`config.mk`:
```
export PLATFORM = sky130hd
export DESIGN_NAME = rational_arithmetic_unit
export DESIGN_NICKNAME = d
export VERILOG_FILES = /design/src/rtl/rau_pkg.sv /design/src/rtl/rational_arithmetic_unit.sv
export SDC_FILE = /design/constraint.sdc
export NUM_CORES = 2
export LEC_CHECK = 0
export BUFFER_PORTS_ARGS = -buffer_cell sky130_fd_sc_hd__buf_2
export CAP_MARGIN = 40
export CORE_MARGIN = 4
export CORE_UTILIZATION = 35
export DETAILED_ROUTE_END_ITERATION = 16
export SKIP_LAST_GASP = 1
export SLEW_MARGIN = 20
export SYNTH_ARGS = -nofsm -noshare
export SYNTH_HDL_FRONTEND = slang
export SYNTH_SLANG_ARGS = --single-unit
```
`constraint.sdc`:
```
create_clock -name clock -period 9.8 [get_ports clock]
set_clock_uncertainty 0.15 [all_clocks]
set_input_delay 1.96 -clock clock [delete_from_list [all_inputs] [get_ports clock]]
set_output_delay 1.96 -clock clock [all_outputs]
set_load 0.01 [all_outputs]
```
`src/rtl/rau_pkg.sv`:
```
// Package for the rational arithmetic unit: codes, constants and the sequencer state type.
`default_nettype none
package rau_pkg;
   localparam int unsigned WIDTH_DEFAULT = 32;
   localparam int unsigned FIELD_W = 32;

   typedef enum logic [2:0] {
      MODE_ADD = 3'd0,
      MODE_SUB = 3'd1,
      MODE_MUL = 3'd2,
      MODE_DIV = 3'd3,
      MODE_NEG = 3'd4
   } mode_type;

   typedef enum logic [1:0] {
      STATUS_OK   = 2'd0,
      STATUS_OVF  = 2'd1,
      STATUS_ZDEN = 2'd2
   } status_type;

   typedef enum logic [3:0] {
      ST_IDLE,
      ST_MUL,
      ST_COMBINE,
      ST_GCD_SETUP,
      ST_MOD,
      ST_GCD_NEXT,
      ST_DIV,
      ST_DIV_NEXT,
      ST_DONE
   } state_type;
endpackage
`default_nettype wire

```
`src/rtl/rational_arithmetic_unit.sv`:
```
// Rational arithmetic unit: sign-magnitude fraction add, subtract, multiply, divide, negate.
// One item at a time. An item's fractions are multiplied out with one shared multiplier
// (three products, one per cycle), combined, then reduced with a Euclidean GCD whose
// remainders come from one shared restoring divider that retires one quotient bit a
// cycle. The GCD takes up to about 1.44*WIDTH remainder steps, and two final divisions
// then divide the numerator and the denominator by the GCD. Negate skips the multiplier
// and the reduction; a zero numerator or denominator skips the reduction. req_stall is
// high from acceptance until the result item is taken from the output register. Results
// wrap at WIDTH bits with status 1; a zero unreduced denominator gives 0/0 with status 2.
`default_nettype none
module rational_arithmetic_unit #(
   parameter int unsigned WIDTH = rau_pkg::WIDTH_DEFAULT
) (
   input  wire logic                       clock,
   input  wire logic                       reset,
   input  wire logic                       req_valid,
   output logic                            req_stall,
   input  wire logic [2:0]                 req_mode,
   input  wire logic                       req_lhs_sign,
   input  wire logic [rau_pkg::FIELD_W-1:0] req_lhs_numerator,
   input  wire logic [rau_pkg::FIELD_W-1:0] req_lhs_denominator,
   input  wire logic                       req_rhs_sign,
   input  wire logic [rau_pkg::FIELD_W-1:0] req_rhs_numerator,
   input  wire logic [rau_pkg::FIELD_W-1:0] req_rhs_denominator,
   output logic                            rsp_valid,
   input  wire logic                       rsp_stall,
   output logic                            rsp_res_sign,
   output logic [rau_pkg::FIELD_W-1:0]     rsp_res_numerator,
   output logic [rau_pkg::FIELD_W-1:0]     rsp_res_denominator,
   output logic [1:0]                      rsp_status
);
   localparam int unsigned FW  = rau_pkg::FIELD_W;
   localparam int unsigned OPW = (WIDTH < FW) ? WIDTH : FW;   // operand bits used
   localparam int unsigned CW  = $clog2(WIDTH + 1);

   rau_pkg::state_type state_ff, state_in;

   // operands held for the whole item
   logic [2:0]       mode_ff, mode_in;
   logic             ls_ff, ls_in, rs_ff, rs_in;
   logic [OPW-1:0]   ln_ff, ln_in, ld_ff, ld_in, rn_ff, rn_in, rd_ff, rd_in;
   // products: a, b, den
   logic [WIDTH-1:0] pa_ff, pa_in, pb_ff, pb_in, pd_ff, pd_in;
   logic [1:0]       pcnt_ff, pcnt_in;
   logic             ovf_ff, ovf_in;
   logic             sign_ff, sign_in;
   // numerator/denominator and GCD working values
   logic [WIDTH-1:0] num_ff, num_in, den_ff, den_in;
   logic [WIDTH-1:0] ga_ff, ga_in, gb_ff, gb_in;
   logic             dsel_ff, dsel_in;        // which final division runs: 0 num, 1 den
   // shared restoring divider
   logic [WIDTH-1:0] dvd_ff, dvd_in, dvs_ff, dvs_in, rem_ff, rem_in;
   logic [CW-1:0]    dcnt_ff, dcnt_in;
   // output register
   logic             ovalid_ff, ovalid_in;
   logic             osign_ff, osign_in;
   logic [FW-1:0]    onum_ff, onum_in, oden_ff, oden_in;
   logic [1:0]       ostat_ff, ostat_in;

   // shared multiplier, operands chosen by product count
   logic [OPW-1:0]     mx, my;
   logic [2*OPW-1:0]   mprod;
   logic [WIDTH-1:0]   mwrap;
   logic               mover;
   // shared divider step
   logic [WIDTH:0]     rshift;
   logic [WIDTH:0]     rtrial;
   logic               rfit;
   // adder
   logic [WIDTH:0]     asum;

   logic accept;
   assign accept    = req_valid && !req_stall;
   assign req_stall = (state_ff != rau_pkg::ST_IDLE) || ovalid_ff;

   always_comb begin
      unique case (pcnt_ff)
         2'd0: begin mx = ln_ff; my = (mode_ff == rau_pkg::MODE_MUL) ? rn_ff : rd_ff; end
         2'd1: begin mx = (mode_ff == rau_pkg::MODE_MUL) ? ld_ff : ld_ff;
                     my = (mode_ff == rau_pkg::MODE_MUL) ? rd_ff : rn_ff; end
         default: begin mx = ld_ff; my = rd_ff; end
      endcase
      mprod = {{OPW{1'b0}}, mx} * {{OPW{1'b0}}, my};
      mwrap = WIDTH'({{WIDTH{1'b0}}, mprod});
      mover = ({{WIDTH{1'b0}}, mprod} >> WIDTH) != '0;
      rshift = {rem_ff, dvd_ff[WIDTH-1]};
      rtrial = rshift - {1'b0, dvs_ff};
      rfit   = !rtrial[WIDTH];
      asum   = {1'b0, pa_ff} + {1'b0, pb_ff};
   end

   always_comb begin
      logic es;
      es = 1'b0;
      state_in = state_ff;
      mode_in = mode_ff; ls_in = ls_ff; rs_in = rs_ff;
      ln_in = ln_ff; ld_in = ld_ff; rn_in = rn_ff; rd_in = rd_ff;
      pa_in = pa_ff; pb_in = pb_ff; pd_in = pd_ff; pcnt_in = pcnt_ff;
      ovf_in = ovf_ff; sign_in = sign_ff;
      num_in = num_ff; den_in = den_ff; ga_in = ga_ff; gb_in = gb_ff;
      dsel_in = dsel_ff;
      dvd_in = dvd_ff; dvs_in = dvs_ff; rem_in = rem_ff; dcnt_in = dcnt_ff;
      ovalid_in = ovalid_ff; osign_in = osign_ff; onum_in = onum_ff;
      oden_in = oden_ff; ostat_in = ostat_ff;

      // drop the result once taken
      if (ovalid_ff && !rsp_stall) begin
         ovalid_in = 1'b0;
      end

      unique case (state_ff)
         rau_pkg::ST_IDLE: begin
            if (accept) begin
               mode_in = req_mode; ls_in = req_lhs_sign; rs_in = req_rhs_sign;
               ln_in = OPW'(req_lhs_numerator); ld_in = OPW'(req_lhs_denominator);
               rn_in = OPW'(req_rhs_numerator); rd_in = OPW'(req_rhs_denominator);
               pcnt_in = 2'd0; ovf_in = 1'b0;
               if (req_mode > rau_pkg::MODE_DIV) begin
                  // negate (and codes 5 to 7) passes the right operand through with its sign inverted
                  ovalid_in = 1'b1;
                  osign_in  = !req_rhs_sign;
                  onum_in   = FW'(OPW'(req_rhs_numerator));
                  oden_in   = FW'(OPW'(req_rhs_denominator));
                  ostat_in  = rau_pkg::STATUS_OK;
               end else begin
                  state_in = rau_pkg::ST_MUL;
               end
            end
         end
         rau_pkg::ST_MUL: begin
            // one product a cycle; the third one counts only for add and subtract
            if (mover && (pcnt_ff != 2'd2 || mode_ff == rau_pkg::MODE_ADD
                          || mode_ff == rau_pkg::MODE_SUB)) ovf_in = 1'b1;
            unique case (pcnt_ff)
               2'd0: pa_in = mwrap;
               2'd1: pb_in = mwrap;
               default: pd_in = mwrap;
            endcase
            pcnt_in = pcnt_ff + 2'd1;
            if (pcnt_ff == 2'd2) state_in = rau_pkg::ST_COMBINE;
         end
         rau_pkg::ST_COMBINE: begin
            den_in = pd_ff;
            if (mode_ff == rau_pkg::MODE_ADD || mode_ff == rau_pkg::MODE_SUB) begin
               es = (mode_ff == rau_pkg::MODE_SUB) ? !rs_ff : rs_ff;
               if (ls_ff == es) begin
                  num_in = asum[WIDTH-1:0];
                  if (asum[WIDTH]) ovf_in = 1'b1;
                  sign_in = ls_ff;
               end else if (pa_ff > pb_ff) begin
                  num_in = pa_ff - pb_ff; sign_in = ls_ff;
               end else begin
                  num_in = pb_ff - pa_ff; sign_in = es;
               end
            end else begin
               // multiply uses (a, den) = (ln*rn, ld*rd); divide uses (a, b) = (ln*rd, ld*rn)
               num_in  = pa_ff;
               den_in  = (mode_ff == rau_pkg::MODE_MUL) ? pd_ff : pb_ff;
               sign_in = ls_ff ^ rs_ff;
            end
            state_in = rau_pkg::ST_GCD_SETUP;
         end
         rau_pkg::ST_GCD_SETUP: begin
            if (den_ff == '0) begin
               ovalid_in = 1'b1; osign_in = 1'b0; onum_in = '0; oden_in = '0;
               ostat_in = rau_pkg::STATUS_ZDEN;
               state_in = rau_pkg::ST_IDLE;
            end else if (num_ff == '0) begin
               ovalid_in = 1'b1; osign_in = 1'b0; onum_in = '0; oden_in = FW'(1);
               ostat_in = ovf_ff ? rau_pkg::STATUS_OVF : rau_pkg::STATUS_OK;
               state_in = rau_pkg::ST_IDLE;
            end else begin
               ga_in = num_ff; gb_in = den_ff;
               dvd_in = den_ff; dvs_in = num_ff; rem_in = '0;
               dcnt_in = CW'(WIDTH);
               state_in = rau_pkg::ST_MOD;
            end
         end
         rau_pkg::ST_MOD, rau_pkg::ST_DIV: begin
            // one quotient bit a cycle; quotient shifts into dvd
            rem_in  = rfit ? rtrial[WIDTH-1:0] : rshift[WIDTH-1:0];
            dvd_in  = {dvd_ff[WIDTH-2:0], rfit};
            dcnt_in = dcnt_ff - CW'(1);
            if (dcnt_ff == CW'(1)) begin
               state_in = (state_ff == rau_pkg::ST_MOD) ? rau_pkg::ST_GCD_NEXT
                                                        : rau_pkg::ST_DIV_NEXT;
            end
         end
         rau_pkg::ST_GCD_NEXT: begin
            // b = a, a = b mod a
            if (rem_ff == '0) begin
               gb_in = ga_ff;
               dvd_in = num_ff; dvs_in = ga_ff; rem_in = '0;
               dcnt_in = CW'(WIDTH); dsel_in = 1'b0;
               state_in = rau_pkg::ST_DIV;
            end else begin
               gb_in = ga_ff; ga_in = rem_ff;
               dvd_in = ga_ff; dvs_in = rem_ff; rem_in = '0;
               dcnt_in = CW'(WIDTH);
               state_in = rau_pkg::ST_MOD;
            end
         end
         rau_pkg::ST_DIV_NEXT: begin
            if (!dsel_ff) begin
               num_in = dvd_ff;
               dvd_in = den_ff; dvs_in = gb_ff; rem_in = '0;
               dcnt_in = CW'(WIDTH); dsel_in = 1'b1;
               state_in = rau_pkg::ST_DIV;
            end else begin
               den_in = dvd_ff;
               state_in = rau_pkg::ST_DONE;
            end
         end
         rau_pkg::ST_DONE: begin
            ovalid_in = 1'b1;
            osign_in  = sign_ff;
            onum_in   = FW'({{FW{1'b0}}, num_ff});
            oden_in   = FW'({{FW{1'b0}}, den_ff});
            ostat_in  = ovf_ff ? rau_pkg::STATUS_OVF : rau_pkg::STATUS_OK;
            state_in  = rau_pkg::ST_IDLE;
         end
         default: state_in = rau_pkg::ST_IDLE;
      endcase
   end

   always_ff @(posedge clock) begin
      if (reset) begin
         state_ff  <= rau_pkg::ST_IDLE;
         ovalid_ff <= 1'b0;
      end else begin
         state_ff  <= state_in;
         ovalid_ff <= ovalid_in;
      end
   end

   always_ff @(posedge clock) begin
      mode_ff <= mode_in; ls_ff <= ls_in; rs_ff <= rs_in;
      ln_ff <= ln_in; ld_ff <= ld_in; rn_ff <= rn_in; rd_ff <= rd_in;
      pa_ff <= pa_in; pb_ff <= pb_in; pd_ff <= pd_in; pcnt_ff <= pcnt_in;
      ovf_ff <= ovf_in; sign_ff <= sign_in;
      num_ff <= num_in; den_ff <= den_in; ga_ff <= ga_in; gb_ff <= gb_in;
      dsel_ff <= dsel_in;
      dvd_ff <= dvd_in; dvs_ff <= dvs_in; rem_ff <= rem_in; dcnt_ff <= dcnt_in;
      osign_ff <= osign_in; onum_ff <= onum_in; oden_ff <= oden_in; ostat_ff <= ostat_in;
   end

   assign rsp_valid           = ovalid_ff;
   assign rsp_res_sign        = osign_ff;
   assign rsp_res_numerator   = onum_ff;
   assign rsp_res_denominator = oden_ff;
   assign rsp_status          = ostat_ff;

   // a stalled result holds
   a_out_hold: assert property (@(posedge clock) disable iff (reset)
      rsp_valid && rsp_stall |=> rsp_valid && $stable(rsp_res_numerator)
         && $stable(rsp_status))
      else $error("result changed under stall");
   // zero-denominator results are 0/0
   a_zden: assert property (@(posedge clock) disable iff (reset)
      rsp_valid && rsp_status == rau_pkg::STATUS_ZDEN |->
         rsp_res_numerator == '0 && rsp_res_denominator == '0)
      else $error("zero denominator result not cleared");
   // no input accepted while an item is in work
   a_busy: assert property (@(posedge clock) disable iff (reset)
      state_ff != rau_pkg::ST_IDLE |-> req_stall)
      else $error("ready while busy");
   // the divisor of a remainder step is never zero
   a_dvs: assert property (@(posedge clock) disable iff (reset)
      (state_ff == rau_pkg::ST_MOD || state_ff == rau_pkg::ST_DIV) |-> dvs_ff != '0)
      else $error("division by zero in reduction");
endmodule
`default_nettype wire

```
# After elaboration in Yosys (flattened, before gate mapping)
# Index checks and enable logic that the tools add are counted.
# word_totals
ram_bits	0
mem_count	0
elab_cells	196
latchBits	0
output_inout_bits	69
romBits	0
inputBits	137
ff_bits	536
# classes
n_shift	0
mul	1
n_mux	84
div	0
addsub	6
n_reduce_logical	44
n_bitwise	2
n_lt_le_gt_ge	2
eq_ne	29
# op_table
operator	n
$mux W32	29
$pmux W32 S2	5
$pmux W32 S3	3
$pmux W32 S4	2
$logic_not A32 Y1	3
$reduce_bool A96 Y1	1
$mul A32 B32 Y64	1
$sub A32 B32 Y32	2
$add A32 B32 Y33	1
$sub A33 B32 Y33	1
$gt A32 B32 Y1	1
$ne A2 B2 Y1 const B	14
$pmux W4 S7	1
$pmux W6 S4	1
$mux W1	20
$mux W4	5
$mux W6	3
$eq A4 B3 Y1 const B	4
$reduce_and A4 Y1	4
$mux W2	7
$reduce_and A2 Y1	7
$pmux W1 S3	3
$reduce_bool A3 Y1	3
$eq A4 B2 Y1 const B	2
other kinds (29)	45

# Logic depth before layout (Yosys ltp)
# logic_depth
depth_word	8
depth_mapped	38
depth_no_buf	36

# Worst setup path before layout
# OpenSTA, ideal clock, no wires.
# synth_path
kind	reg2reg
startpoint	reg pcnt_ff[0]
endpoint	reg ovf_ff, enable pin
period_less_slack_ns	10.100
n_path_buf	4
setup_ns	0.254
path_stages_with_launch	34
t_arrival_ns	9.696
t_required_ns	9.396
setup_slack_ns	-0.300
cell_sequence	edfxtp_1 inv_1 ha_1 clkbuf_1 buf_1 clkbuf_1 mux2i_1 clkbuf_1 nor2_1 fa_1 fa_1 inv_1 fa_1 fa_1 fa_1 inv_1 fa_1 fa_1 inv_1 fa_1 inv_1 ha_1 nand4_1 nor3_1 nand2_1 a21o_1 a21boi_1 a311oi_2 o41a_2 xnor2_1 or4_1 or4_1 nor4_1 a21oi_1
# synth_between
elab_chain_len	7
elab_cells_between_ends	12
cone_classes	mul (1); eq/ne (3); mux (2); reduce/logical (6)
# synth_rtl
element	line	text
start: declaration	rational_arithmetic_unit.sv:44	logic [1:0] pcnt_ff, pcnt_in;
start signal: assignment	rational_arithmetic_unit.sv:239	pa_ff <= pa_in; pb_ff <= pb_in; pd_ff <= pd_in; pcnt_ff <= pcnt_in;
$eq A2 B1 Y1 / $logic_not A2 Y1 (equally long branches)	n/a	
$pmux W32 S2 / $mux W32 (equally long branches)	rational_arithmetic_unit.sv:77	unique case (pcnt_ff)
$mul A32 B32 Y64	rational_arithmetic_unit.sv:83	mprod = {{OPW{1'b0}}, mx} * {{OPW{1'b0}}, my};
$reduce_bool A96 Y1	rational_arithmetic_unit.sv:85	mover = ({{WIDTH{1'b0}}, mprod} >> WIDTH) != '0;
$logic_and A1 B1 Y1 *	rational_arithmetic_unit.sv:132	if (mover && (pcnt_ff != 2'd2 || mode_ff == rau_pkg::MODE_ADD
$ne A2 B2 Y1 (no line) *	n/a	
$reduce_and A6 Y1 (no line) *	n/a	
end signal: assignment	rational_arithmetic_unit.sv:240	ovf_ff <= ovf_in; sign_ff <= sign_in;
end: declaration	rational_arithmetic_unit.sv:45	logic ovf_ff, ovf_in;
# Mark *: on every way between the ends. The rest lies on a longest branch, timed or not.
# A chain may end at the register's enable or synchronous reset.

# Worst setup path in the final report
# layout_path
startpoint	reg pcnt_ff[1]
endpoint	reg ovf_ff, enable pin
# The elaborated chain is that of the path after synthesis.

==> flow_summary.yaml <==
placement:
  globalplace.congestion: 1.01
  place_ws_ns: -0.248
  dp_cells: 9285
  place_hpwl_mm: 192
  port_buffers: 205
drt:
  routed_wl_mm: 233
  vias: 50900
  wl_per_cell_um: 24.7
  drt_iter0_drc: 4792
  drt_pass1_iterations: 8
  drc: 0
  final_antenna_net_count: 0
  via_per_inst: 5.40
timing:
  worst_pin_slew_ns: 0.932
  finalMaxSlewViolations: 0
  fin_crit_ns: 9.93
  maxSlewHeadroom_pct: 37.3
  hold_viol: 0
  setup_viol: 1
  hold-worst-slack_ns: 0.451
  rsz0062_at_grt: "yes"
  max_freq_ghz: 0.101
  fin_crit_sh_pct: 101
  setup_slack_ns: -0.135
die:
  row_count: 153
  core_um2: 175000
  die_area_um2: 183000
  die_x_um: 428
  die_y_um: 428
  start_util_pct: 35.3
  ioPinCount: 206
min_path:
  hold_path.class: "flip-flop to flip-flop"
clock_tree:
  cts_sinks: 536
  cts-htree-levels: 3
  cts_buffer_depth: 3
  cts_made_buffers: 68
  tritoncts: "built"
  clkTransAtPathRegs_ns: 0.06
  insertion_delay_ns: 0.69
  holdBufCountCts: 0
  clockRootBuffer: "clkbuf_16"
worst_setup_path:
  critPathMaxStageDelay_ns: 0.59
  crit_buf_inv: 13
  rrSetupSlack_ns: -0.13
  cp_top_family: "adder cells"
  critical_path.slowest_cell: "fa_1"
  critPathKind: "flip-flop to flip-flop"
  required_ns: 10.04
  cp-start-kind: "flip-flop"
  cp.arrival_ns: 10.17
  cpMostUsedCell: "fa_1"
  cp_max_fo: 12
  setup.worst_path.end_class: "flip-flop"
layout:
  drive_gt1_share_pct: 16.5
  nets: 8488
  synthToLayoutAreaGrowth_pct: 18.4
  final_core_util_pct: 41.8
  instances_no_fill: 9434
  fillerInstances: 17100
synth:
  yosysTopAreaCellShare_pct: 29.2
  synthTopCellsByArea: "fa_1 (29%), edfxtp_1 (26%), ha_1 (8.0%), inv_1 (5.5%), nor2_1 (5.5%)"
  synthCells: 6495
  synth-warning-count: 0
  ys_ff_latch: 536
  syn_nets: 7927
  syn-cell-area_um2: 61700
  synth-main-ff-cell: "edfxtp_1"
  synth_edf_count: 531
  yosysTopAreaCell: "fa_1"
  synthArstFlopShare_pct: 0
  ys_types: 83
  avgSynthCellArea_um2: 9.50
  yosysSeqAreaShare_pct: 26.0
global_routing:
  antenna_found_initial: 11
  grt_usage_pct: 25.1
  gr-total-overflow: 0
  grt_pass1_vias: 52500
  grt_pass1_wl_mm: 346
  grt_max_degree: 91
run:
  cap_viol_max_count: 0
outcome:
  violations: "setup timing"
  status: "complete, but fails checks"
-- Yosys cell counts, types with 9 or more instances --
cell / n
o21bai_1: 33
nand3_1: 116
mux2i_1: 81
edfxtp_1: 531
nor4_1: 38
o211ai_1: 21
a22oi_1: 42
clkbuf_1: 304
nor2_1: 901
xnor2_1: 77
o22ai_1: 14
and3_1: 12
or3_1: 9
buf_1: 21
ha_1: 395
a22o_1: 34
a21oi_1: 404
a31oi_1: 24
or4_1: 11
o21ai_1: 10
nand2_1: 781
nor2b_1: 23
o21a_1: 21
nand2b_1: 21
xor2_1: 28
nor3_1: 70
a211oi_1: 23
a21o_1: 43
o31ai_1: 17
fa_1: 900
nand4_1: 41
o21ai_0: 267
mux2_2: 130
inv_1: 909
-- cell families after synthesis --
logic type	synth area share, %
simple gates	13.8
fa+ha+maj	37.2
buf+inv	7.60
compound gates	10.2
flops	26.0
mux	3.71
xor+xnor	1.52
-- path summary, 6_finish.rpt --
check / cells past startpoint / end / start
max: 39 / ovf_ff / pcnt_ff[1]
min: 2 / rsp_res_sign / sign_ff
max reg2reg: 39 / ovf_ff / pcnt_ff[1]
min reg2reg: 2 / rsp_res_sign / sign_ff
-- per-stage QoR --
step | TNS [ns] | instance area [µm²]
global route | -0.454 | 73000
floorplan | 0 | 61700
CTS | -0.0177 | 72900
global placement | -0.145 | 70000
detailed placement | -0.248 | 70200
finish | -0.135 | 73000
-- worst reg2reg max path, delay by kind of cell, from the launching register on --
family,cells,cell delay (ns)
AO/OA/AOI/OAI,9,1.75
XOR/XNOR,1,0.16
adder cells (fa/ha/maj),10,4.63
buffers and inverters,13,1.66
flip-flops,1,0.39
AND/OR/NAND/NOR,6,0.93
-- placed cells by master (no fill, tap or decap), drive strengths merged, types with 41 or more instances in the layout --
master	netlist	final
fa	900	900
nand2	781	781
xnor2	78	78
o21ai	278	278
nor3	70	70
edfxtp	531	531
nor2	901	901
nand3	116	116
a21oi	408	408
clkbuf	304	85
a22oi	42	42
a21o	43	43
ha	395	395
inv	909	914
mux2	131	131
buf	30	823
mux2i	81	81
nand4	41	41
-- layer usage --
metal | vias to the layer above | GRT usage [%] | wire length [µm]
met5 | - | 0 | 27
met4 | 4 | 13.4 | 14900
met3 | 480 | 4.86 | 19600
met2 | 2250 | 39.4 | 105000
met1 | 25800 | 32.8 | 93400
li1 | 22400 | - | -
-- what timing repair did --
action | CTS | global route
setup buffers | 18 | 1
endpoints found under the setup margin | 1 | 1
cloned | 4 | 0
resized for setup | 47 | 16
pin swaps | 16 | 3
-- cell type report --
type | instances | area [µm²] | share of cell area, %
clock inverters | 32 | 407 | 0.557
repair buffers | 825 | 6970 | 9.54
clock buffers | 85 | 1790 | 2.45
multi-input cells | 4716 | 41500 | 56.8
flip-flops and latches | 536 | 16000 | 22.0
well taps | 2325 | 2910 | 3.98
diodes | 6 | 15.0 | 0.0206
inverters | 909 | 3420 | 4.68
Power is left out: the tool's default activity adds up to more than one toggle a clock period on the data nets, which glitch-free logic cannot reach.
